**src/rtl/core/bal_pkg.sv**
```systemverilog
// ----------------------------------------------------------------------------
// bal_pkg
// Shared codes and the command/status bundles between the list controller
// and its datapath.
// ----------------------------------------------------------------------------
package bal_pkg;

    // Fixed field widths of the stream payloads and the configuration port.
    localparam int CMD_W   = 3;
    localparam int POS_W   = 4;
    localparam int STAT_W  = 2;
    localparam int COUNT_W = 5;
    localparam int LIMIT_W = 5;

    // Command codes carried in s_tuser.
    localparam logic [CMD_W-1:0] CMD_APPEND  = 3'd0;
    localparam logic [CMD_W-1:0] CMD_POP     = 3'd1;
    localparam logic [CMD_W-1:0] CMD_READ    = 3'd2;
    localparam logic [CMD_W-1:0] CMD_REPLACE = 3'd3;
    localparam logic [CMD_W-1:0] CMD_INSERT  = 3'd4;
    localparam logic [CMD_W-1:0] CMD_DELETE  = 3'd5;

    // Status codes returned with every result.
    localparam logic [STAT_W-1:0] STAT_OK    = 2'd0;
    localparam logic [STAT_W-1:0] STAT_EMPTY = 2'd1;
    localparam logic [STAT_W-1:0] STAT_FULL  = 2'd2;
    localparam logic [STAT_W-1:0] STAT_RANGE = 2'd3;

    // Write port selects of the entry store.
    localparam logic [1:0] WR_NONE = 2'd0;
    localparam logic [1:0] WR_POS  = 2'd1;  // item data at the item position
    localparam logic [1:0] WR_CNT  = 2'd2;  // item data at the end of the list
    localparam logic [1:0] WR_IDX  = 2'd3;  // read data at the shift index

    // Read port address selects of the entry store.
    localparam logic [2:0] RD_POS    = 3'd0;
    localparam logic [2:0] RD_LAST   = 3'd1;
    localparam logic [2:0] RD_IDX_DN = 3'd2;
    localparam logic [2:0] RD_IDX_UP = 3'd3;
    localparam logic [2:0] RD_ZERO   = 3'd4;

    // Commands from the controller to the datapath.
    typedef struct packed {
        logic       load_item;
        logic       latch_status;
        logic       idx_load;
        logic       idx_dec;
        logic       idx_inc;
        logic [1:0] wr_sel;
        logic       rd_en;
        logic [2:0] rd_sel;
        logic       cnt_inc;
        logic       cnt_dec;
        logic       cap_dout;
        logic       cap_first;
        logic       cap_last;
        logic       clr_ends;
        logic       out_load;
    } dp_cmd_t;

    // Status from the datapath to the controller.
    typedef struct packed {
        logic [CMD_W-1:0] cmd;
        logic             err;
        logic             shift_done;
        logic             count_zero;
        logic             out_free;
    } dp_stat_t;

endpackage

```
**src/rtl/core/bal_ram.sv**
```systemverilog
// ----------------------------------------------------------------------------
// bal_ram
// Generic single-write, single-read RAM with a registered read port.
// ----------------------------------------------------------------------------
module bal_ram #(
    parameter int WIDTH = 32,
    parameter int DEPTH = 16
) (
    input  logic                     aclk,
    input  logic                     we,
    input  logic [$clog2(DEPTH)-1:0] waddr,
    input  logic [WIDTH-1:0]         wdata,
    input  logic                     re,
    input  logic [$clog2(DEPTH)-1:0] raddr,
    output logic [WIDTH-1:0]         rdata
);

    logic [WIDTH-1:0] mem_reg [DEPTH];
    logic [WIDTH-1:0] rdata_reg;

    // Write port and registered read port.
    always_ff @(posedge aclk) begin
        if (we) begin
            mem_reg[waddr] <= wdata;
        end
        if (re) begin
            rdata_reg <= mem_reg[raddr];
        end
    end

    assign rdata = rdata_reg;

endmodule

```
**src/rtl/core/bal_ctrl.sv**
```systemverilog
// ----------------------------------------------------------------------------
// bal_ctrl
// Sequencer of the list: walks each command through execute, entry shifting,
// end-entry fetch and result hand-off.
// ----------------------------------------------------------------------------
module bal_ctrl (
    input  logic              aclk,
    input  logic              aresetn,
    input  logic              s_tvalid,
    output logic              s_tready,
    input  bal_pkg::dp_stat_t stat,
    output bal_pkg::dp_cmd_t  cmd
);

    localparam logic [3:0] S_IDLE   = 4'd0;
    localparam logic [3:0] S_EXEC   = 4'd1;
    localparam logic [3:0] S_RDWAIT = 4'd2;
    localparam logic [3:0] S_SH_RD  = 4'd3;
    localparam logic [3:0] S_SH_WR  = 4'd4;
    localparam logic [3:0] S_FIRST  = 4'd5;
    localparam logic [3:0] S_LAST   = 4'd6;
    localparam logic [3:0] S_LASTW  = 4'd7;
    localparam logic [3:0] S_OUT    = 4'd8;

    logic [3:0] state_reg;
    logic [3:0] state_next;
    logic       is_insert;

    assign is_insert = (stat.cmd == bal_pkg::CMD_INSERT);
    assign s_tready  = (state_reg == S_IDLE);

    // State register.
    always_ff @(posedge aclk) begin
        if (!aresetn) begin
            state_reg <= S_IDLE;
        end else begin
            state_reg <= state_next;
        end
    end

    // Next state and datapath commands.
    always_comb begin
        state_next = state_reg;
        cmd        = '0;
        case (state_reg)
            S_IDLE: begin
                if (s_tvalid) begin
                    cmd.load_item = 1'b1;
                    state_next    = S_EXEC;
                end
            end
            S_EXEC: begin
                cmd.latch_status = 1'b1;
                state_next       = S_FIRST;
                if (!stat.err) begin
                    case (stat.cmd)
                        bal_pkg::CMD_APPEND: begin
                            cmd.wr_sel  = bal_pkg::WR_CNT;
                            cmd.cnt_inc = 1'b1;
                        end
                        bal_pkg::CMD_POP: begin
                            cmd.rd_en   = 1'b1;
                            cmd.rd_sel  = bal_pkg::RD_LAST;
                            cmd.cnt_dec = 1'b1;
                            state_next  = S_RDWAIT;
                        end
                        bal_pkg::CMD_READ: begin
                            cmd.rd_en  = 1'b1;
                            cmd.rd_sel = bal_pkg::RD_POS;
                            state_next = S_RDWAIT;
                        end
                        bal_pkg::CMD_REPLACE: begin
                            cmd.wr_sel = bal_pkg::WR_POS;
                        end
                        bal_pkg::CMD_INSERT, bal_pkg::CMD_DELETE: begin
                            cmd.idx_load = 1'b1;
                            state_next   = S_SH_RD;
                        end
                        default: begin
                            state_next = S_FIRST;
                        end
                    endcase
                end
            end
            S_RDWAIT: begin
                cmd.cap_dout = 1'b1;
                state_next   = S_FIRST;
            end
            // One entry moves per read/write pair until the gap is at its place.
            S_SH_RD: begin
                if (stat.shift_done) begin
                    if (is_insert) begin
                        cmd.wr_sel  = bal_pkg::WR_POS;
                        cmd.cnt_inc = 1'b1;
                    end else begin
                        cmd.cnt_dec = 1'b1;
                    end
                    state_next = S_FIRST;
                end else begin
                    cmd.rd_en  = 1'b1;
                    cmd.rd_sel = is_insert ? bal_pkg::RD_IDX_DN : bal_pkg::RD_IDX_UP;
                    state_next = S_SH_WR;
                end
            end
            S_SH_WR: begin
                cmd.wr_sel  = bal_pkg::WR_IDX;
                cmd.idx_dec = is_insert;
                cmd.idx_inc = !is_insert;
                state_next  = S_SH_RD;
            end
            // Fetch the first and last entries for the result.
            S_FIRST: begin
                if (stat.count_zero) begin
                    cmd.clr_ends = 1'b1;
                    state_next   = S_OUT;
                end else begin
                    cmd.rd_en  = 1'b1;
                    cmd.rd_sel = bal_pkg::RD_ZERO;
                    state_next = S_LAST;
                end
            end
            S_LAST: begin
                cmd.cap_first = 1'b1;
                cmd.rd_en     = 1'b1;
                cmd.rd_sel    = bal_pkg::RD_LAST;
                state_next    = S_LASTW;
            end
            S_LASTW: begin
                cmd.cap_last = 1'b1;
                state_next   = S_OUT;
            end
            S_OUT: begin
                if (stat.out_free) begin
                    cmd.out_load = 1'b1;
                    state_next   = S_IDLE;
                end
            end
            default: begin
                state_next = S_IDLE;
            end
        endcase
    end

endmodule

```
**src/rtl/core/bal_dp.sv**
```systemverilog
// ----------------------------------------------------------------------------
// bal_dp
// Datapath of the list: item registers, entry count, capacity limit, entry
// store, shift index and the result output register.
// ----------------------------------------------------------------------------
module bal_dp #(
    parameter int CAPACITY   = 16,
    parameter int DATA_WIDTH = 32,
    parameter int S_TDATA_W  = 40,
    parameter int M_TDATA_W  = 104
) (
    input  logic                           aclk,
    input  logic                           aresetn,
    input  logic [S_TDATA_W-1:0]           s_tdata,
    input  logic [bal_pkg::CMD_W-1:0]      s_tuser,
    output logic                           m_tvalid,
    input  logic                           m_tready,
    output logic [M_TDATA_W-1:0]           m_tdata,
    input  logic                           cfg_wr_en,
    input  logic [bal_pkg::LIMIT_W-1:0]    cfg_wr_data,
    input  bal_pkg::dp_cmd_t               cmd,
    output bal_pkg::dp_stat_t              stat
);

    localparam int AW  = $clog2(CAPACITY);
    localparam int CW  = $clog2(CAPACITY + 1);
    localparam int XW  = (CW > bal_pkg::POS_W) ? CW : bal_pkg::POS_W;
    localparam int LW  = (CW > bal_pkg::LIMIT_W) ? CW : bal_pkg::LIMIT_W;
    localparam int DW  = DATA_WIDTH;
    localparam int RW  = 3 * DW + bal_pkg::STAT_W + bal_pkg::COUNT_W;

    logic [bal_pkg::CMD_W-1:0]  item_cmd_reg;
    logic [bal_pkg::POS_W-1:0]  item_pos_reg;
    logic [DW-1:0]              item_data_reg;
    logic [CW-1:0]              cnt_reg;
    logic [CW-1:0]              idx_reg;
    logic [LW-1:0]              limit_reg;
    logic [bal_pkg::STAT_W-1:0] st_reg;
    logic [DW-1:0]              dout_reg;
    logic [DW-1:0]              first_reg;
    logic [DW-1:0]              last_reg;
    logic                       m_valid_reg;
    logic [M_TDATA_W-1:0]       m_data_reg;

    logic [bal_pkg::STAT_W-1:0] st_next;
    logic [XW-1:0]              pos_x;
    logic [XW-1:0]              cnt_x;
    logic                       full;
    logic                       we;
    logic [AW-1:0]              waddr;
    logic [DW-1:0]              wdata;
    logic [AW-1:0]              raddr;
    logic [DW-1:0]              rdata;
    logic [RW-1:0]              result;

    // Command checks against the count before the command.
    assign pos_x = XW'(item_pos_reg);
    assign cnt_x = XW'(cnt_reg);
    assign full  = (LW'(cnt_reg) >= limit_reg) || (32'(cnt_reg) >= CAPACITY);

    always_comb begin
        st_next = bal_pkg::STAT_OK;
        case (item_cmd_reg)
            bal_pkg::CMD_APPEND: begin
                if (full) st_next = bal_pkg::STAT_FULL;
            end
            bal_pkg::CMD_POP: begin
                if (cnt_reg == '0) st_next = bal_pkg::STAT_EMPTY;
            end
            bal_pkg::CMD_READ, bal_pkg::CMD_REPLACE, bal_pkg::CMD_DELETE: begin
                if (pos_x >= cnt_x) st_next = bal_pkg::STAT_RANGE;
            end
            bal_pkg::CMD_INSERT: begin
                if (full) begin
                    st_next = bal_pkg::STAT_FULL;
                end else if (pos_x > cnt_x) begin
                    st_next = bal_pkg::STAT_RANGE;
                end
            end
            default: begin
                st_next = bal_pkg::STAT_OK;
            end
        endcase
    end

    // Status back to the controller.
    always_comb begin
        stat.cmd        = item_cmd_reg;
        stat.err        = (st_next != bal_pkg::STAT_OK);
        stat.count_zero = (cnt_reg == '0);
        stat.out_free   = !m_valid_reg || m_tready;
        if (item_cmd_reg == bal_pkg::CMD_INSERT) begin
            stat.shift_done = (XW'(idx_reg) == pos_x);
        end else begin
            stat.shift_done = ((CW + 1)'(idx_reg) + (CW + 1)'(1)) >= (CW + 1)'(cnt_reg);
        end
    end

    // Write port selection of the entry store.
    always_comb begin
        we    = (cmd.wr_sel != bal_pkg::WR_NONE);
        waddr = AW'(item_pos_reg);
        wdata = item_data_reg;
        case (cmd.wr_sel)
            bal_pkg::WR_POS: begin
                waddr = AW'(item_pos_reg);
                wdata = item_data_reg;
            end
            bal_pkg::WR_CNT: begin
                waddr = AW'(cnt_reg);
                wdata = item_data_reg;
            end
            bal_pkg::WR_IDX: begin
                waddr = AW'(idx_reg);
                wdata = rdata;
            end
            default: begin
                waddr = AW'(item_pos_reg);
                wdata = item_data_reg;
            end
        endcase
    end

    // Read address selection of the entry store.
    always_comb begin
        case (cmd.rd_sel)
            bal_pkg::RD_POS:    raddr = AW'(item_pos_reg);
            bal_pkg::RD_LAST:   raddr = AW'(cnt_reg - CW'(1));
            bal_pkg::RD_IDX_DN: raddr = AW'(idx_reg - CW'(1));
            bal_pkg::RD_IDX_UP: raddr = AW'(idx_reg + CW'(1));
            bal_pkg::RD_ZERO:   raddr = '0;
            default:            raddr = '0;
        endcase
    end

    bal_ram #(
        .WIDTH (DW),
        .DEPTH (CAPACITY)
    ) u_store (
        .aclk  (aclk),
        .we    (we),
        .waddr (waddr),
        .wdata (wdata),
        .re    (cmd.rd_en),
        .raddr (raddr),
        .rdata (rdata)
    );

    // Control registers: count and capacity limit.
    always_ff @(posedge aclk) begin
        if (!aresetn) begin
            cnt_reg   <= '0;
            limit_reg <= LW'(CAPACITY);
        end else begin
            if (cmd.cnt_inc) begin
                cnt_reg <= cnt_reg + CW'(1);
            end else if (cmd.cnt_dec) begin
                cnt_reg <= cnt_reg - CW'(1);
            end
            if (cfg_wr_en) begin
                limit_reg <= LW'(cfg_wr_data);
            end
        end
    end

    // Item, shift index and result field registers.
    always_ff @(posedge aclk) begin
        if (cmd.load_item) begin
            item_cmd_reg  <= s_tuser;
            item_pos_reg  <= s_tdata[bal_pkg::POS_W-1:0];
            item_data_reg <= s_tdata[bal_pkg::POS_W +: DW];
            dout_reg      <= '0;
        end else if (cmd.cap_dout) begin
            dout_reg <= rdata;
        end
        if (cmd.idx_load) begin
            idx_reg <= (item_cmd_reg == bal_pkg::CMD_INSERT) ? cnt_reg : CW'(item_pos_reg);
        end else if (cmd.idx_dec) begin
            idx_reg <= idx_reg - CW'(1);
        end else if (cmd.idx_inc) begin
            idx_reg <= idx_reg + CW'(1);
        end
        if (cmd.latch_status) begin
            st_reg <= st_next;
        end
        if (cmd.clr_ends) begin
            first_reg <= '0;
            last_reg  <= '0;
        end else begin
            if (cmd.cap_first) first_reg <= rdata;
            if (cmd.cap_last)  last_reg  <= rdata;
        end
    end

    // Result packing, lowest field first.
    assign result = {last_reg, first_reg, bal_pkg::COUNT_W'(cnt_reg), st_reg, dout_reg};

    // Output register: holds a result until the receiver takes it.
    always_ff @(posedge aclk) begin
        if (!aresetn) begin
            m_valid_reg <= 1'b0;
        end else if (cmd.out_load) begin
            m_valid_reg <= 1'b1;
        end else if (m_tready) begin
            m_valid_reg <= 1'b0;
        end
    end

    always_ff @(posedge aclk) begin
        if (cmd.out_load) begin
            m_data_reg <= M_TDATA_W'(result);
        end
    end

    assign m_tvalid = m_valid_reg;
    assign m_tdata  = m_data_reg;

endmodule

```
**src/rtl/core/bounded_array_list_core.sv**
```systemverilog
// ----------------------------------------------------------------------------
// bounded_array_list_core
// Fixed-capacity ordered list of words with append, pop, read, replace,
// insert and delete commands, one result per command.
// ----------------------------------------------------------------------------
// Usage:
//   A command enters on the s_ stream: s_tuser carries the command code and
//   s_tdata the position and the data word. Each command returns exactly one
//   result transfer on the m_ stream with the value read or popped, a status
//   code, the entry count after the command and the first and last entries.
//   cfg_wr_en/cfg_wr_data set the capacity limit; write it only while idle.
// Command sequence:
//   Append, replace, failed and unused commands go from execute straight to
//   the fetch of the end entries and then to the output; read and pop add a
//   read wait. Insert and delete add a read and a write per entry moved,
//   because the entry store has one read and one write port and each move
//   is a read followed by a write. A command after which the list is empty
//   skips the fetch of the end entries. The next command is taken once the
//   result is loaded into the output register.
// Reset and stalls:
//   Reset empties the list and sets the limit to CAPACITY. A stalled receiver
//   holds the result in the output register; the block accepts the next
//   command meanwhile and waits with its result until the register frees.
// ----------------------------------------------------------------------------
module bounded_array_list_core #(
    parameter int CAPACITY   = 16,
    parameter int DATA_WIDTH = 32
) (
    input  logic                                aclk,
    input  logic                                aresetn,
    // s_tdata: position, data_in (zero padding to bytes)
    input  logic [((bal_pkg::POS_W + DATA_WIDTH + 7) / 8) * 8 - 1:0] s_tdata,
    // s_tuser: cmd
    input  logic [bal_pkg::CMD_W-1:0]           s_tuser,
    input  logic                                s_tvalid,
    output logic                                s_tready,
    // m_tdata: data_out, status, entry_count, first_value, last_value
    output logic [((3 * DATA_WIDTH + bal_pkg::STAT_W + bal_pkg::COUNT_W + 7) / 8) * 8 - 1:0]
                                                m_tdata,
    output logic                                m_tvalid,
    input  logic                                m_tready,
    input  logic                                cfg_wr_en,
    input  logic [bal_pkg::LIMIT_W-1:0]         cfg_wr_data
);

    localparam int S_TDATA_W = ((bal_pkg::POS_W + DATA_WIDTH + 7) / 8) * 8;
    localparam int M_TDATA_W =
        ((3 * DATA_WIDTH + bal_pkg::STAT_W + bal_pkg::COUNT_W + 7) / 8) * 8;

    bal_pkg::dp_cmd_t  dp_cmd;
    bal_pkg::dp_stat_t dp_stat;

    bal_ctrl u_ctrl (
        .aclk     (aclk),
        .aresetn  (aresetn),
        .s_tvalid (s_tvalid),
        .s_tready (s_tready),
        .stat     (dp_stat),
        .cmd      (dp_cmd)
    );

    bal_dp #(
        .CAPACITY   (CAPACITY),
        .DATA_WIDTH (DATA_WIDTH),
        .S_TDATA_W  (S_TDATA_W),
        .M_TDATA_W  (M_TDATA_W)
    ) u_dp (
        .aclk        (aclk),
        .aresetn     (aresetn),
        .s_tdata     (s_tdata),
        .s_tuser     (s_tuser),
        .m_tvalid    (m_tvalid),
        .m_tready    (m_tready),
        .m_tdata     (m_tdata),
        .cfg_wr_en   (cfg_wr_en),
        .cfg_wr_data (cfg_wr_data),
        .cmd         (dp_cmd),
        .stat        (dp_stat)
    );

endmodule

```
**config.mk**
```make
export PLATFORM = sky130hd
export DESIGN_NAME = bounded_array_list_core
export DESIGN_NICKNAME = d
export VERILOG_FILES = /design/src/rtl/core/bal_pkg.sv /design/src/rtl/core/bal_ram.sv /design/src/rtl/core/bal_ctrl.sv /design/src/rtl/core/bal_dp.sv /design/src/rtl/core/bounded_array_list_core.sv
export SDC_FILE = /design/constraint.sdc
export NUM_CORES = 1
export LEC_CHECK = 0
export BUFFER_PORTS_ARGS = -buffer_cell sky130_fd_sc_hd__buf_2
export CORE_MARGIN = 2
export CORE_UTILIZATION = 40
export DETAILED_ROUTE_END_ITERATION = 6
export PLACE_DENSITY = 0.64
export SLEW_MARGIN = 10
export SYNTH_ARGS = -nofsm -noshare
export SYNTH_HDL_FRONTEND = slang
export SYNTH_SLANG_ARGS = --single-unit
```
**constraint.sdc**
```tcl
create_clock -name aclk -period 18.17 [get_ports aclk]
set_input_delay 1.817 -clock aclk [delete_from_list [all_inputs] [get_ports aclk]]
set_output_delay 1.817 -clock aclk [all_outputs]
set_load 0.05 [all_outputs]
```
Yosys cells after proc, flatten, opt, wreduce, memory -nomap -nowiden

Memory sizes are Yosys's and may differ from the RTL's. A register that Yosys moved wholly into a read port is not among the register bits.
Cells that the tools add are included.

Register bits: 260
Memory bits (writable): 512
Input port bits: 53
Memories: 1

Add/sub/neg operators: 5
Order comparisons: 5
Equality and inequality tests: 21
Mux-type cells: 56
Reductions and logical operators: 17

Memories:

| name                 | words | bits a word | rd ports | clocked after memory_dff | wr ports | RTL line      | RTL |
|---|---|---|---|---|---|---|---|
| u_dp.u_store.mem_reg | 16    | 32          | 1        | 1                        | 1        | bal_ram.sv:18 | `logic [WIDTH-1:0] mem_reg [DEPTH];` |

Operators by type and width:

| kind                                              | count |
|---|---|
| one-hot mux 4 bit (9 select lines)                | 1 |
| 2-to-1 mux 32 bit                                 | 1 |
| one-hot mux 4 bit (4 select lines)                | 2 |
| 2-to-1 mux 5 bit                                  | 6 |
| 2-to-1 mux 1 bit                                  | 25 |
| 2-to-1 mux 4 bit                                  | 6 |
| == test 4 x 3 -> 1 bit (second input constant)    | 4 |
| one-hot mux 4 bit (2 select lines)                | 2 |
| 2-to-1 mux 2 bit                                  | 7 |
| == test 3 x 2 -> 1 bit (second input constant)    | 4 |
| adder 5 x 1 -> 5 bit (second input constant)      | 2 |
| subtractor 5 x 1 -> 5 bit (second input constant) | 2 |
| == test 4 x 2 -> 1 bit (second input constant)    | 2 |
| 2-to-1 mux 8 bit                                  | 1 |
| one-hot mux 2 bit (2 select lines)                | 2 |
| one-hot mux 2 bit (4 select lines)                | 1 |
| nonzero test 2 bit                                | 4 |
| adder 5 x 1 -> 6 bit (second input constant)      | 1 |
| == test 3 x 1 -> 1 bit (second input constant)    | 2 |
| == test 3 bit (second input constant)             | 2 |
| >= comparator 6 x 5 -> 1 bit                      | 1 |
| logical NOT 3 bit                                 | 2 |
| one-hot mux 2 bit (3 select lines)                | 1 |
| one-hot mux 3 bit (2 select lines)                | 1 |
| 17 further kinds                                  | 22 |

Depth between registers and ports, before layout

Gate-level depths: netlist (run 1).

Word-level depth: 10
Gate-level depth with buffers: 15

Modules after synthesis

Synthesis (run 1) repeated with hierarchy kept, for this count alone.

Cells, all modules: 1,594
Area total of the unflattened synthesis: 30,412.9 sq um

Modules (own cells, without submodules):

| module   | times used | cells an instance | area each (sq um) |
|---|---|---|---|
| bal_ram  | 1          | 838               | 20,155.6 |
| bal_dp   | 1          | 689               | 9,745.6 |
| bal_ctrl | 1          | 67                | 511.7 |

Worst setup path before layout (run 1)

No wires, ideal clock.

Path kind: input-to-reg
Start point: input m_tready
End point: register u_dp.m_data_reg[0], in the netlist u_dp.m_tdata[0] (enable)
Setup time: 567 ps
Arrival: 6,170 ps
Path slack: 11,434 ps
Stages on the path: 2
Buffers on the path: 0
Cells stage by stage: nor2b_1 nor2_1

RTL lines:

| element              | RTL line                      | RTL |
|---|---|---|
| from (decl)          | bounded_array_list_core.sv:41 | `input logic m_tready,` |
| to (signal assigned) | bal_dp.sv:211                 | `m_data_reg <= M_TDATA_W'(result);` |
| to (decl)            | bal_dp.sv:43                  | `logic [M_TDATA_W-1:0] m_data_reg;` |

Worst setup path in the final report (run 1)

Start point: register u_dp.idx_reg[0]
End point: register u_dp.u_store.rdata_reg[8], in the netlist u_dp.u_store.rdata[8] (read register of u_dp.u_store.mem_reg) (data pin)

Longest elaborated chain between the ends: 7
Elaborated cells on any way between the ends: 13
Classes of those cells: add/sub: 3; order compare: 1; eq/ne: 4; mux: 4; reduce/logical: 1

RTL lines:

| element                                              | RTL line       | RTL |
|---|---|---|
| from (decl)                                          | bal_dp.sv:36   | `logic [CW-1:0] idx_reg;` |
| from (signal assigned)                               | bal_dp.sv:177  | `idx_reg <= (item_cmd_reg == bal_pkg::CMD_INSERT) ? cnt_reg : CW'(item_pos_reg);` |
| from (signal assigned)                               | bal_dp.sv:179  | `idx_reg <= idx_reg - CW'(1);` |
| from (signal assigned)                               | bal_dp.sv:181  | `idx_reg <= idx_reg + CW'(1);` |
| adder 5 x 1 -> 6 bit                                 | bal_dp.sv:95   | `stat.shift_done = ((CW + 1)'(idx_reg) + (CW + 1)'(1)) >= (CW + 1)'(cnt_reg);` |
| >= comparator 6 x 5 -> 1 bit                         | bal_dp.sv:95   |  |
| 2-to-1 mux 1 bit                                     | bal_dp.sv:92   | `if (item_cmd_reg == bal_pkg::CMD_INSERT) begin` |
| 2-to-1 mux 4 bit                                     | bal_ctrl.sv:91 | `if (stat.shift_done) begin` |
| one-hot mux 4 bit (4 select lines)                   | bal_ctrl.sv:45 | `case (state_reg)` |
| == test 3 x 2 -> 1 bit, or another cell as far along | bal_dp.sv:126  | `case (cmd.rd_sel)` |
| one-hot mux 4 bit (4 select lines)                   | bal_dp.sv:126  |  |
| to (decl)                                            | bal_ram.sv:19  | `logic [WIDTH-1:0] rdata_reg;` |

Parallel ways exist; a longest one is shown, timed or not.
A chain may end at the register's enable or synchronous reset.

==> key figures, run 1 <==
Run status
  • Status: complete, no violations

Job
  • MaxCap Viol Count: 0

Synth
  • Avg Cell Area, Syn: 15.3 um^2
  • Warnings from Yosys: 0
  • Synth Cell Area: 0.0309 mm^2
  • Main synth FF type: edfxtp_1
  • #FFs+latches synth: 804
  • Post-Syn Instances: 2010
  • Ys async rst share: 0%
  • Number of flops mapped to enable cells by yosys: 693
  • Synth unique cells: 75
  • Syn nets: 2081
  • Sequential-to-total area share from yosys stat: 74.7%

Clocking
  • Max Root-Sink Buffers: 3
  • Number of CTS-inserted buffers: 81
  • Root buffer cell: clkbuf_16
  • CTS resizes: 0
  • Post-CTS Hold Fix Bufs: 0
  • CTS tree: yes
  • Worst-path clk slew: 0.06 ns
  • Post-CTS Repair Setup Buffers: 0
  • H-Tree Depth: 3
  • Clk Latency, worst-skew pair: 0.64 ns
  • Clk sinks: 804

Final layout
  • Area growth from synthesis to layout: 14.9%
  • Final net count: 2242
  • Inserted Diodes: 0
  • Share of layout cells above drive strength 1: 17.6%
  • Final Non-Filler Cells: 3263
  • Final core utilization: 46.5%
  • Largest register FFs: 512

Timing
  • Fin crit period: 5.40 ns
  • Max-slew violations: 0
  • Final Hold Viols: 0
  • FMAX: 185 MHz
  • Worst Max-Slew Pin Slew: 1.22 ns
  • Setup Total Neg Slack: 0 ns
  • Setup violators final: 0
  • Rel. slew slack: 18.1%
  • Final worst-path cycle share: 29.7%
  • Final Skew: 0.0243 ns
  • RSZ-0062 raised after global routing: no

Worst setup path
  • Critical path required time: 18.53 ns
  • Crit end category: flip-flop
  • Startpoint types: flip-flop
  • Arr. time, crit path: 5.76 ns
  • Critical path origin: u_dp.idx_reg[0]
  • CP Class: flip-flop to flip-flop
  • Maximum fanout along the worst path: 162
  • Worst R2R Start: u_dp.idx_reg[0]

Drt
  • DR pass1 iterations: 5
  • Max Used Layer: met4
  • DR WL met3: 4.53 mm
  • Wl on met1: 31.8 mm
  • Via count: 17.5k
  • # DRC: 0
  • Number of routed nets with antenna violations: 0
  • Average wire per cell in the routed design: 22.3 um
  • DR iter-0 viols: 1460
  • WL met2: 34.9 mm
  • Via-to-Cell Ratio: 5.36
  • Final WL: 72.8 mm

Pwr
  • Sequential power share: 50.4%
  • Internal Power: 3.35 mW
  • Max IR drop VDD: 63.9 uV
  • Sw power: 1.15 mW
  • Power Dens Cells: 127 mW/mm^2
  • Comb pwr share: 13.4%
  • Clock power share: 36.2%
  • Sw Share: 25.5%
  • Static leakage: 12.4 nW

Floorplanning
  • # rows: 101
  • Initial Utilization: 40.5%
  • Overall die width: 282 um
  • I/O pins: 159
  • DIE AREA: 0.0794 mm^2
  • Core ar.: 0.0762 mm^2
  • Die Span Y: 282 um

Placement
  • Placer Congestion: 0.833
  • Placed cells: 3118
  • Buffers on Ports: 153
  • DP Wirelength: 39.3 mm

Global route
  • First-pass GRT wire length: 107 mm
  • Largest net degree at the start of global routing: 163
  • Total track usage: 18.2%
  • Gr ovfl total: 0
  • Initial antenna violation count: 0
  • Vias in the first global route: 17.0k

Hold path
  • Hold WC Path Type: flip-flop to flip-flop
  • Hold path startpoint: u_dp.st_reg[0]
## final cells by class
cell class	instances	area (um^2)
fill	6466	40700
sequential	804	23000
multi-input combinational	1075	7390
clock buffer	112	2330
tap	1030	1290
timing repair buffer	189	1050
clock inverter	33	295
inverter	20	75.1
## cells in the final DEF, fill, tap and decap left out, types with 18 or more instances in the layout
| master | netlist | routed |
|---|---|---|
| mux2_2 | 42 | 42 |
| buf_2 | 41 | 153 |
| a22o_1 | 21 | 21 |
| buf_4 | 12 | 35 |
| a21oi_1 | 111 | 111 |
| nor2_1 | 46 | 30 |
| dfxtp_1 | 111 | 111 |
| clkbuf_16 | 0 | 84 |
| inv_1 | 20 | 20 |
| ha_1 | 18 | 18 |
| mux2i_1 | 226 | 226 |
| o22ai_1 | 112 | 112 |
| or4_1 | 32 | 32 |
| edfxtp_1 | 693 | 693 |
| nand2_1 | 306 | 306 |
## cell usage after synthesis (all sizes together), types with 4 or more instances
| cell | instances | area [um^2] |
|---|---|---|
| edfxtp | 693 | 20800 |
| nand2 | 306 | 1150 |
| mux2i | 226 | 2260 |
| o22ai | 112 | 701 |
| a21oi | 111 | 556 |
| dfxtp | 111 | 2220 |
| buf | 60 | 337 |
| clkbuf | 51 | 191 |
| nor2 | 48 | 204 |
| mux2 | 42 | 473 |
| or4 | 32 | 240 |
| a22o | 21 | 184 |
| inv | 20 | 75.1 |
| ha | 18 | 225 |
| nor3 | 15 | 75.1 |
| o21ai | 13 | 65.1 |
| nand3 | 11 | 60.1 |
| xnor2 | 10 | 87.6 |
| and3 | 7 | 43.8 |
| nand2b | 7 | 43.8 |
| nand3b | 7 | 56.3 |
| o211ai | 6 | 45.0 |
| or3 | 6 | 42.5 |
| xor2 | 6 | 52.6 |
| or2 | 5 | 33.8 |
| a2111oi | 4 | 78.8 |
| a21o | 4 | 30.0 |
## kinds of logic after synthesis
family,after synthesis,share of synthesized area [%]
simple gates,469,7.03
mux,268,8.86
fa+ha+maj,18,0.730
flops,804,74.7
xor+xnor,16,0.454
compound gates,303,6.31
buf+inv,131,1.95
other cells,1,0.0122
## critical path, cell delays in order (launching register included)
cell and delay, ns:
edfxtp_1 0.58, ha_1 0.31, xor2_1 0.31, ha_1 0.30, o21a_1 0.18, o21ai_0 0.33, o211a_2 0.30, nor2_1 0.13
o221ai_4 0.63, buf_12 0.73, mux2_2 0.42, a22o_1 0.23, or4_1 0.40
## stage by stage
stage | hold WS, ns | worst slack, ns | cell area (um^2) | power, mW
final | 0.428 | 12.77 | 35500 | 4.51
after global routing | 0.434 | 12.51 | 35500 | 4.67
after detailed placement | 0.417 | 12.86 | 32800 | 2.91
after global placement | 0.407 | 13.01 | 32800 | 2.89
after CTS | 0.427 | 12.85 | 35500 | 4.53
after floorplan | 0.400 | 11.43 | 30900 | 2.72
## power groups by stage
stage	sequential (mW)	clock [mW]	combinational [mW]
finish	2.27	1.63	0.604
detailed placement	2.31	0	0.602
global placement	2.31	0	0.581
CTS	2.27	1.66	0.604
global route	2.28	1.73	0.659
floorplan	2.28	0	0.434
## layer usage
metal  up-vias  GRT usage (%)
li1       7972              -
met1      8814           24.4
met2       583           30.4
met3       111           2.88
met4         0           5.71
met5         -              0
## worst paths after layout
path	end	slack [ns]	cells past startpoint
worst max-delay path	u_dp.u_store.rdata[8]	12.77	12
worst max register to register	u_dp.u_store.rdata[8]	12.77	12
worst min register to register	u_dp.m_tdata[32]	0.43	0
worst min-delay path	u_dp.m_tdata[32]	0.43	0
Note: power is estimated with default switching activity, not from simulation.
==> run 2, diff against run 1 <==
Settings changed: ABC_AREA from default to 1.
Clock period 18.17 ns to 5.1 ns, I/O delays scaled along.
==> run 2 against run 1 <==
Critical path depth rose by 6; sequential share of layout area fell by 3.6 points; setup slack got worse by 12 ns; clock power rose to 3.7 times the previous value; global-route usage rose by 0.57 points; power rose to 4.0 times the previous value; cell count rose by 29%; combinational power rose to 6.3 times the previous value; via count rose by 24%; utilization rose by 0.085 points; largest power group unchanged; highest routed layer unchanged.
==> key figures, run 2 <==
Worst setup path
  • Critical path required time: 5.59 ns
  • Maximum fanout along the worst path: 223
  • CP peak stage delay: 0.61 ns
  • Critical path, cell by cell: inv_1 > ha_1 > ha_1 > inv_1 > o21bai_1 > nand4_1 > nand4_1 > nand2_1 > nand2_4 > nor2_1 > a21oi_4 > buf_12 > nand3_1 > nand2_1 > nand2_1 > nand3_1 > nand3_1 > nand2_1
  • Buf/Inv on CP: 3
  • Crit end category: flip-flop
  • Arr. time, crit path: 4.87 ns
  • Critical path's top delay family: simple AND/OR/NAND/NOR gates
  • Worst path slowest cell: buf_12
  • Startpoint types: flip-flop
  • CP Class: flip-flop to flip-flop
  • Critical path's most frequent cell: nand2_1

Drt
  • Via count: 21.7k
  • Average wire per cell in the routed design: 18.7 um
  • Number of routed nets with antenna violations: 0
  • Final WL: 78.9 mm
  • Via-to-Cell Ratio: 5.15
  • DR iter-0 viols: 1796
  • # DRC: 0
  • DR pass1 iterations: 5

Synth
  • Ys async rst share: 0%
  • Syn nets: 3003
  • #FFs+latches synth: 804
  • Synth Cell Area: 0.0325 mm^2
  • Most numerous cell in the Yosys netlist: nand2_1
  • Post-synth top area share: 64.0%
  • Top cells by count, synth: nand2_1 (982), edfxtp_1 (693), nand3_1 (472), inv_1 (124), o21ai_0 (118)
  • Avg Cell Area, Syn: 11.1 um^2
  • Dominant cell type by area after synthesis: edfxtp_1
  • Main synth FF type: edfxtp_1
  • Post-Syn Instances: 2932
  • Area contributors post-synth: edfxtp_1 (64%), nand2_1 (11%), nand3_1 (7.3%), dfxtp_1 (6.8%), o21ai_0 (1.8%)
  • Warnings from Yosys: 0
  • Sequential-to-total area share from yosys stat: 70.8%
  • Synth unique cells: 38
  • Number of flops mapped to enable cells by yosys: 693

Final layout
  • Final net count: 3156
  • Share of layout cells above drive strength 1: 13.3%
  • Most frequent cells in the layout: nand2_1 (980), edfxtp_1 (693), nand3_1 (470)
  • Area growth from synthesis to layout: 15.4%
  • Commonest non-fill, non-tap cell in the layout: nand2_1
  • Largest register FFs: 512
  • Filler cells: 7144

Clocking
  • Max Root-Sink Buffers: 3
  • H-Tree Depth: 3
  • Post-CTS Hold Fix Bufs: 0
  • Worst-path clk slew: 0.06 ns
  • Root buffer cell: clkbuf_16
  • Clk sinks: 804
  • Clk Latency, worst-skew pair: 0.64 ns
  • CTS resizes: 0
  • Number of CTS-inserted buffers: 82
  • Post-CTS Repair Setup Buffers: 0
  • CTS tree: yes

Placement
  • Buffers on Ports: 153
  • Placer Congestion: 0.829
  • DP Wirelength: 42.9 mm

Global route
  • First-pass GRT wire length: 120 mm
  • Initial antenna violation count: 0
  • Vias in the first global route: 20.6k
  • Gr ovfl total: 0
  • Total track usage: 18.8%
  • Largest net degree at the start of global routing: 224

Pwr
  • Max IR drop VDD: 276 uV
  • Static leakage: 14.9 nW
  • Power Total: 18.1 mW
  • Power Dens Cells: 483 mW/mm^2

Run status
  • Status: complete, no violations

Job
  • MaxCap Viol Count: 0

Floorplanning
  • Die Span Y: 289 um
  • # rows: 104
  • Initial Utilization: 40.4%
  • I/O pins: 159
  • DIE AREA: 0.0836 mm^2
  • Core ar.: 0.0805 mm^2
  • Overall die width: 289 um

Timing
  • Worst hold slack: 0.0461 ns
  • RSZ-0062 raised after global routing: no
  • Final Hold Viols: 0
  • Final worst-path cycle share: 85.8%
  • Fin crit period: 4.38 ns
  • FMAX: 229 MHz
  • Rel. slew slack: 8.74%
  • Max-slew violations: 0
  • Final Skew: 0.0192 ns
  • Setup Total Neg Slack: 0 ns
  • Setup violators final: 0
  • Worst Max-Slew Pin Slew: 1.37 ns

Hold path
  • Hold WC Path Type: primary input to flip-flop
run 2: layer usage:
metal,track usage [%],routed length (um),share of wire [%],vias to the layer above
met1,25.8,34100,43,10400
li1,-,-,-,10400
met4,6.12,1890,2.4,0
met5,0,0,0,-
met3,2.65,5430,6.9,143
met2,30.7,37400,47,794
run 2: kinds of logic after synthesis:
logic type,share of synthesized area [%]
AO/OA/AOI/OAI,3.80
buffers and inverters,4.23
other,0.0115
AND/OR/NAND/NOR,20.2
adder cells (fa/ha/maj),0.692
flip-flops,70.8
XOR/XNOR,0.242
run 2: layout make-up:
cell class              instances  area (um^2)  area share, %
diodes                          1         2.50        0.00666
flip-flops and latches        804        23000           61.3
multi-input cells            1819         8320           22.2
inverters                     136          510           1.36
clock inverters                42          408           1.09
repair buffers                242         1630           4.35
clock buffers                 112         2310           6.15
well taps                    1060         1330           3.53
run 2: where the power goes:
| group | switching (mW) | internal, mW |
|---|---|---|
| sequential | 0.219 | 8.12 |
| clock | 2.56 | 3.42 |
| combinational | 2.72 | 1.11 |
run 2: per-stage QoR:
step	utilization, %	instance area [um^2]	setup slack, ns	instances
2_1_floorplan	-	32500	0.161	2932
3_3_place_gp	43.2	34800	0.828	4061
3_5_place_dp	43.2	34800	0.815	4061
4_1_cts	46.6	37500	0.801	4215
5_1_grt	46.6	37500	0.447	4215
6_report	46.6	37500	0.724	4216
run 2: worst paths after layout:
check	from	to	slack, ns	cells after the start
max	u_dp.idx_reg[0]	u_dp.u_store.rdata[21]	0.72	18
min	s_tdata[19]	u_dp.item_data_reg[15]	0.05	1
max reg2reg	u_dp.idx_reg[0]	u_dp.u_store.rdata[21]	0.72	18
min reg2reg	u_dp.st_reg[0]	u_dp.m_tdata[32]	0.42	0
==> run 3, diff against run 2 <==
Settings changed: ABC_CLOCK_PERIOD_IN_PS from default to 5100, CORE_UTILIZATION 40 to 50, PLACE_DENSITY 0.64 to 0.75.
==> run 3 against run 2 <==
Count of clock-buffer cells in the layout shrank 1; clock skew grew 0.0070 ns; sequential power is essentially flat; final area shrank 1.2%; worst hold slack gained 0.0061 ns; global-route usage grew 3.8 points; register-to-register slack lost 0.02 ns; utilization grew 11 points; non-clock buffer count shrank 9; sequential share of layout area grew 0.75 points; critical endpoint is now u_dp.u_store.mem_reg[1][23].
==> key figures, run 3 (synthesis gave the netlist of run 2 again) <==
Worst setup path
  • Register-to-register setup slack: 0.70 ns
  • Critical path's top delay family: simple AND/OR/NAND/NOR gates
  • Worst R2R Start: u_dp.cnt_reg[0]
  • Crit end category: flip-flop
  • Critical path's most frequent cell: nand2_1
  • FF-to-FF End: u_dp.u_store.mem_reg[1][23]
  • Worst path slowest cell: o221ai_1
  • Worst path depth: 14
  • Maximum fanout along the worst path: 32
  • CP peak stage delay: 0.73 ns
  • Critical path, cell by cell: inv_1 > ha_1 > inv_1 > nand2_1 > nand2_1 > nor2_1 > o21ai_1 > nand2_1 > nor3_2 > nand2_1 > o221ai_1 > nand3_1 > nor2_4 > buf_4
  • Arr. time, crit path: 4.64 ns
  • Buf/Inv on CP: 3
  • CP Class: flip-flop to flip-flop
  • Startpoint types: flip-flop
  • Worst R2R Path Depth: 14
  • CP endpoint: u_dp.u_store.mem_reg[1][23]
  • Critical path required time: 5.34 ns
  • Critical path origin: u_dp.cnt_reg[0]

Clocking
  • Number of CTS-inserted buffers: 79
  • Post-CTS Hold Fix Bufs: 0
  • Max Root-Sink Buffers: 3
  • H-Tree Depth: 3
  • CTS tree: yes
  • Clk Latency, worst-skew pair: 0.63 ns
  • Post-CTS Repair Setup Buffers: 0
  • Worst-path clk slew: 0.06 ns
  • CTS resizes: 0
  • Root buffer cell: clkbuf_16
  • Clk sinks: 804

Run status
  • Status: complete, no violations

Global route
  • Total track usage: 22.6%
  • Initial antenna violation count: 0
  • Gr ovfl total: 0
  • First-pass GRT wire length: 117 mm
  • Largest net degree at the start of global routing: 201
  • Vias in the first global route: 20.9k

Job
  • MaxCap Viol Count: 0

Final layout
  • Inserted Diodes: 0
  • Commonest non-fill, non-tap cell in the layout: nand2_1
  • Final core utilization: 57.6%
  • Filler cells: 4972
  • Area growth from synthesis to layout: 14.0%
  • Final net count: 3144
  • Share of layout cells above drive strength 1: 12.8%
  • Most frequent cells in the layout: nand2_1 (980), edfxtp_1 (693), nand3_1 (470)
  • Largest register FFs: 512

Timing
  • Setup WS post-layout: 0.704 ns
  • Worst Max-Slew Pin Slew: 1.10 ns
  • Setup violators final: 0
  • Final Hold Viols: 0
  • Final worst-path cycle share: 86.2%
  • Fin crit period: 4.40 ns
  • FMAX: 227 MHz
  • Final Skew: 0.0263 ns
  • Max-slew violations: 0
  • Rel. slew slack: 26.9%
  • Setup Total Neg Slack: 0 ns
  • RSZ-0062 raised after global routing: no

Floorplanning
  • # rows: 93
  • Die Span Y: 259 um
  • Core ar.: 0.0643 mm^2
  • Initial Utilization: 50.6%
  • I/O pins: 159
  • DIE AREA: 0.0671 mm^2
  • Overall die width: 259 um

Pwr
  • Max IR drop VDD: 392 uV
  • Power Dens Cells: 483 mW/mm^2
  • Static leakage: 14.8 nW

Hold path
  • Hold WC Path Type: primary input to flip-flop

Placement
  • Buffers on Ports: 153
  • DP Wirelength: 39.8 mm
  • Dpl ws: 0.841 ns
  • Placer Congestion: 0.876

Drt
  • DR pass1 iterations: 6
  • DR iter-0 viols: 2708
  • # DRC: 0
  • Average wire per cell in the routed design: 19.0 um
  • Via count: 22.1k
  • Final WL: 76.0 mm
  • Number of routed nets with antenna violations: 0
  • Via-to-Cell Ratio: 5.53
[run 3: power by group]
part | total [mW] | switching [mW] | internal (mW)
clock network | 5.82 | 2.42 | 3.40
registers | 8.35 | 0.229 | 8.12
logic | 3.76 | 2.68 | 1.08
[run 3: cell type report]
class | instances | area (um^2) | share of cell area, %
sequential | 804 | 23000 | 62.1
multi-input combinational | 1819 | 8320 | 22.4
clock buffer | 111 | 2280 | 6.15
timing repair buffer | 233 | 1520 | 4.09
tap | 855 | 1070 | 2.88
inverter | 136 | 510 | 1.38
clock inverter | 34 | 359 | 0.968
[run 3: worst reg2reg max path: stages, from the launching register on]
cell and delay [ns]:
dfxtp_1 0.50, inv_1 0.24, ha_1 0.32, inv_1 0.06, nand2_1 0.05, nand2_1 0.06
nor2_1 0.05, o21ai_1 0.12, nand2_1 0.09, nor3_2 0.32, nand2_1 0.23, o221ai_1 0.73
nand3_1 0.45, nor2_4 0.19, buf_4 0.57
[run 3: per-layer routing]
| metal | vias up | GRT usage [%] | wire (um) | share of wire, % |
|---|---|---|---|---|
| met5 | - | 0 | 0 | 0 |
| met4 | 0 | 8.61 | 2240 | 3.0 |
| met3 | 175 | 3.38 | 7030 | 9.3 |
| met2 | 1086 | 36.6 | 35500 | 47 |
| met1 | 10400 | 30.9 | 31200 | 41 |
| li1 | 10400 | - | - | - |
[run 3: how the worst min path moves through the flow]
| stage | startpoint | endpoint | slack, ns | cells past startpoint |
|---|---|---|---|---|
| global placement | u_dp.first_reg[10] | u_dp.m_tdata[49] | 0.41 | 0 |
| floorplan | u_dp.st_reg[0] | u_dp.m_tdata[32] | 0.40 | 0 |
| detailed placement | u_dp.first_reg[19] | u_dp.m_tdata[58] | 0.41 | 0 |
| CTS | s_tdata[0] | u_dp.item_pos_reg[0] | 0.03 | 1 |
| finish | s_tuser[2] | u_dp.item_cmd_reg[2] | 0.05 | 1 |
| global route | s_tdata[18] | u_dp.item_data_reg[14] | 0.04 | 1 |
[run 3: through the flow]
| stage | hold slack [ns] | power (mW) | std cells | cell area, um^2 |
|---|---|---|---|---|
| floorplan | 0.400 | 11.0 | 2932 | 32500 |
| global placement | 0.408 | 12.0 | 3847 | 34500 |
| detailed placement | 0.408 | 12.2 | 3847 | 34500 |
| CTS | 0.0274 | 18.0 | 3992 | 37100 |
| global route | 0.0410 | 18.8 | 3992 | 37100 |
| finish | 0.0521 | 17.9 | 3992 | 37100 |
